## src/sv/cls_pkg.sv

```systemverilog
// ----------------------------------------------------------------------------
// cls_pkg
// Shared constants, command codes and structs for the cursor list store.
// ----------------------------------------------------------------------------
`default_nettype none

package cls_pkg;

    localparam int CAPACITY = 64;
    localparam int IDX_W    = $clog2(CAPACITY);
    localparam int CNT_W    = $clog2(CAPACITY + 1);
    localparam int DATA_W   = 8;
    localparam int CMD_W    = 4;

    localparam logic [CMD_W-1:0] CMD_BEGIN      = 4'd0;
    localparam logic [CMD_W-1:0] CMD_END        = 4'd1;
    localparam logic [CMD_W-1:0] CMD_NEXT       = 4'd2;
    localparam logic [CMD_W-1:0] CMD_PRIOR      = 4'd3;
    localparam logic [CMD_W-1:0] CMD_INS_AFTER  = 4'd4;
    localparam logic [CMD_W-1:0] CMD_INS_BEFORE = 4'd5;
    localparam logic [CMD_W-1:0] CMD_REMOVE     = 4'd6;
    localparam logic [CMD_W-1:0] CMD_REPLACE    = 4'd7;
    localparam logic [CMD_W-1:0] CMD_READ       = 4'd8;
    localparam logic [CMD_W-1:0] CMD_CLEAR      = 4'd9;

    typedef struct packed {
        logic              we;
        logic [IDX_W-1:0]  waddr;
        logic [DATA_W-1:0] wdata;
        logic [IDX_W-1:0]  raddr;
    } ram_req_t;

    typedef struct packed {
        logic              ok;
        logic [DATA_W-1:0] read_value;
        logic [CNT_W-1:0]  count;
        logic [IDX_W-1:0]  position;
        logic              is_empty;
        logic              is_full;
    } res_t;

endpackage

`default_nettype wire

```

## src/sv/cls_ram.sv

```systemverilog
// ----------------------------------------------------------------------------
// cls_ram
// Entry storage: one write port, one read port, registered read data.
// ----------------------------------------------------------------------------
`default_nettype none

module cls_ram
    import cls_pkg::*;
(
    input  wire logic              clk,
    input  wire ram_req_t          req,
    output logic [DATA_W-1:0]      rdata
);

    logic [DATA_W-1:0] mem [CAPACITY];
    logic [DATA_W-1:0] rdata_reg;

    always_ff @(posedge clk)
    begin
        if (req.we)
        begin
            mem[req.waddr] <= req.wdata;
        end
        rdata_reg <= mem[req.raddr];
    end

    assign rdata = rdata_reg;

endmodule

`default_nettype wire

```

## config.mk

```make
export PLATFORM = sky130hd
export DESIGN_NAME = cls_ram
export DESIGN_NICKNAME = d
export VERILOG_FILES = /design/src/sv/cls_pkg.sv /design/src/sv/cls_ram.sv
export SDC_FILE = /design/constraint.sdc
export NUM_CORES = 1
export LEC_CHECK = 0
export ABC_AREA = 1
export BUFFER_PORTS_ARGS = -buffer_cell sky130_fd_sc_hd__buf_2
export CAP_MARGIN = 20
export CORE_ASPECT_RATIO = 2
export CORE_MARGIN = 3
export CORE_UTILIZATION = 63
export DETAILED_ROUTE_END_ITERATION = 6
export HOLD_SLACK_MARGIN = 0.05
export PLACE_DENSITY = 0.88
export SLEW_MARGIN = 10
export SYNTH_ARGS = -nofsm -noshare
export SYNTH_HDL_FRONTEND = slang
export SYNTH_SLANG_ARGS = --single-unit
```

## constraint.sdc

```tcl
create_clock -name clk -period 3 [get_ports clk]
set_input_delay 0.6 -clock clk [delete_from_list [all_inputs] [get_ports clk]]
set_output_delay 0.6 -clock clk [all_outputs]
set_load 0.03 [all_outputs]
```

## Word-level counts from Yosys, hierarchy flattened

Memories as Yosys holds them, arrays and structs flattened. A register that Yosys moved wholly into a read port is not among the register bits.
Cells that the tools add are included.

- Output and inout bits: 8
- Register bits: 0
- Memories: 1
- Bits in writable memories: 512

- Mux-type cells: 2

Memory list:

| name | depth | width | rd ports | clocked after memory_dff | write ports | line | source |
|---|---|---|---|---|---|---|---|
| mem | 64 | 8 | 1 | 1 | 1 | cls_ram.sv:15 | `logic [DATA_W-1:0] mem [CAPACITY];` |

Operators with widths:

| operator | count |
|---|---|
| 1-bit 2-to-1 mux | 2 |

## Logic depth before layout (Yosys ltp)

- Depth after elaboration: 2
- Mapped depth: 12

## Worst setup path after synthesis

OpenSTA, ideal clock, no wires.

- Path type: input port to flip-flop
- From: input port req[20] (netlist bit)
- To: memory mem[48][0], enable pin
- Path slack: 634 ps
- Data arrival time: 1,971 ps
- Library setup time: 395 ps
- Stages on the path: 3
- Path through: clkbuf_1 nand4_1 nor4_1

- Cells in the longest elaborated chain, start to end: 2

RTL lines:

| item | line | source |
|---|---|---|
| from (decl) | cls_ram.sv:11 | `input wire ram_req_t req,` |
| 1-bit 2-to-1 mux | cls_ram.sv:20 | `if (req.we)` |
| 1-bit 2-to-1 mux (not written as such) | cls_ram.sv:22 | `mem[req.waddr] <= req.wdata;` |
| to (decl) | cls_ram.sv:15 |  |

Every way passes these cells.

## Worst setup path after layout

- From: input port req[15] (netlist bit)
- To: memory mem[9][2], enable pin

Straight into the memory's write port.

==> impl_metrics.py <==
metrics = {
    "run_status": {
        "status": "complete, no violations",
    },
    "final_layout": {
        "multi_input_area_um2": 4950,
        "syn_to_final_growth_pct": 8.54,
        "fin_util_pct": 69.8,
        "final_cell_mix": "648 x nand2_1, 512 x edfxtp_1, 439 x nand3_1, 69 x buf_4, 56 x nor2_1",
        "layout.nets": 1862,
        "drive_gt1_share_pct": 9.05,
        "final_common_cell": "nand2_1",
        "largest_register_ffs": 512,
        "final.fill_count": 2131,
        "register_area_um2": 15500,
        "stdcell_area_um2": 23200,
    },
    "clock_network": {
        "cts_buffer_depth": 3,
        "tritoncts": "done",
        "cts_resized": 0,
        "clk_pin_slew_worst_paths_ps": 70,
        "root_buffer": "clkbuf_16",
        "clk_latency_ps": 550,
        "numCtsBuffers": 40,
        "cts_hold_buf": 0,
        "postCtsSetupRepairBufs": 0,
        "ctsHtreeMaxLevel": 2,
        "clock_sinks": 520,
    },
    "setup_path": {
        "r2r_start": "mem[36][5]$_DFFE_PP_",
        "critical_path_required_ps": 3180,
        "crit_fanout": 9,
        "worstPathArrival_ps": 2580,
        "crit_chain": "buf_2, inv_1, nand4_1, nor2_1",
        "rr_worst_depth": 8,
        "startpoint_type": "input pin",
        "regToRegEndpoint": "rdata[5]$_DFF_P_",
        "r2r_setup_slack_ps": 1620,
        "setup.worst_path.end_class": "register",
        "cp_slowest_cell": "nor2_1",
        "critPathMaxStageDelay_ps": 850,
        "critical_path_class": "input pin to register",
    },
    "detailed_routing": {
        "vias": 14500,
        "first_iter_violations": 2407,
        "postRouteAntennaNets": 0,
        "wl_um": 53300,
        "vias_per_cell": 6.28,
        "drcViolationCount": 0,
        "dr.pass1.iters": 7,
        "wire_per_inst_um": 23.1,
    },
    "sta": {
        "fin_crit_ps": 2400,
        "fmax_mhz": 417,
        "grt_setup_unrepaired": "false",
        "final-setup-viol-count": 0,
        "timing.slew.headroom_pct": 38.9,
        "setup_tns_ps": 0,
        "final.setup_skew_ps": 11.2,
        "slew_viol_final": 0,
        "worst_pin_slew_ps": 914,
        "fin_crit_sh_pct": 80.0,
        "finalHoldViolCount": 0,
    },
    "power": {
        "internal-power_mw": 11.0,
        "power.density_nw_per_um2": 611,
        "p_clk_share_pct": 36.1,
        "pwr-share-comb_pct": 6.9,
        "netSwitchingFraction_pct": 22.1,
        "p_switching_mw": 3.13,
        "p_leak_nw": 8.42,
        "power.share.sequential_pct": 57.0,
        "vdd_drop_max_mv": 0.560,
    },
    "global_route": {
        "grt_remaining_overflow": 0,
        "grt_pass1_vias": 14000,
        "grt_pass1_wl_um": 80900,
        "grt_usage_pct": 29.9,
        "antenna_found_initial": 1,
        "grt_max_degree": 129,
    },
    "floorplanning": {
        "die_h_um": 266,
        "core_region_area_um2": 33200,
        "dieArea_um2": 36200,
        "core.rowCount": 94,
        "io_pins": 30,
        "die_w_um": 136,
        "initial_core_util_pct": 64.3,
    },
    "place": {
        "place_area_um2": 21900,
        "gp_congestion": 0.982,
        "port_buffers": 29,
        "dp_hpwl_um": 31900,
    },
    "synthesis": {
        "syn-num-nets": 1827,
        "synthDistinctLibCells": 16,
        "syn_area_um2": 21300,
        "netlist.area_leader.share_pct": 72.0,
        "ys_seq_area_share_pct": 72.8,
        "synth_top_area_cell": "edfxtp_1",
        "netlist_top_cells_area": "edfxtp_1 72%, nand2_1 11%, nand3_1 10%",
        "synthCells": 1805,
        "yosysWarnings": 0,
        "avgSynthCellArea_um2": 11.8,
        "ys_ff_latch": 520,
    },
    "worst_hold_path": {
        "hp-start": "req[5]",
        "hold_class": "input pin to register",
        "hold_depth": 3,
        "hold_end": "rdata[5]$_DFF_P_",
    },
    "run": {
        "maxCapViolCount": 0,
    },
}
[critical path, delay by kind of cell]
family	cells	cell delay [ps]
buffers and inverters	2	360
AND/OR/NAND/NOR	2	1610
[power by group through the flow]
| stage | clock network, mW | logic (mW) | registers (mW) |
|---|---|---|---|
| after floorplan | 0 | 0.565 | 8.24 |
| after global placement | 0 | 0.917 | 8.22 |
| after detailed placement | 0 | 0.942 | 8.22 |
| after CTS | 5.12 | 0.954 | 8.06 |
| after global routing | 5.35 | 1.05 | 8.06 |
| final | 5.11 | 0.978 | 8.06 |
[final cells by class]
cell class / count / share of cell area, %
clock buffers: 51 / 4.68
multi-input cells: 1160 / 21.4
well taps: 432 / 2.33
inverters: 12 / 0.227
flip-flops and latches: 520 / 67.1
repair buffers: 106 / 3.65
diodes: 2 / 0.0216
clock inverters: 19 / 0.670
[worst max path at each step]
stage | from | endpoint | slack (ps) | cells past startpoint
4_1_cts | req[15] | mem[9][1]$_DFFE_PP_ | 720 | 4
3_3_place_gp | req[15] | mem[1][2]$_DFFE_PP_ | 270 | 4
5_1_grt | req[15] | mem[9][0]$_DFFE_PP_ | 660 | 4
3_5_place_dp | req[15] | mem[9][0]$_DFFE_PP_ | 230 | 4
2_1_floorplan | req[20] | mem[48][0]$_DFFE_PP_ | 630 | 3
6_report | req[15] | mem[9][2]$_DFFE_PP_ | 600 | 4
[metrics by stage]
stage	hold WS, ps	setup slack, ps	total power, mW	instances
after detailed placement	820	226	9.16	2230
final	422	600	14.1	2302
after global routing	421	657	14.5	2300
after CTS	401	716	14.1	2300
after floorplan	699	634	8.80	1805
after global placement	799	271	9.13	2230
[cell families (layout without fill, tap and decap cells)]
kind of cell | after synthesis | after routing | share of synthesized area [%]
other | 0 | 2 | 0
DFF | 520 | 520 | 72.8
and+or+nand+nor | 1160 | 1160 | 23.2
buffers and inverters | 125 | 188 | 4.02
[per-layer routing]
layer	up-vias	global-route usage, %	part of all wire, %
met5	-	0	0.021
met4	2	16.1	6.6
met3	251	4.59	9.4
met2	1020	52.1	52
met1	6785	35.5	32
li1	6397	-	-
[Yosys cell counts]
cell type    n
dfxtp_1      8
nand3_1    439
buf_6       35
inv_2        1
inv_6        1
buf_2       37
buf_8        2
inv_1       10
edfxtp_1   512
clkbuf_1    15
nor4_1       8
nor2_1      56
buf_4       14
buf_1       10
nand2_1    648
nand4_1      9
No activity file was read; power rests on OpenSTA's default activity.
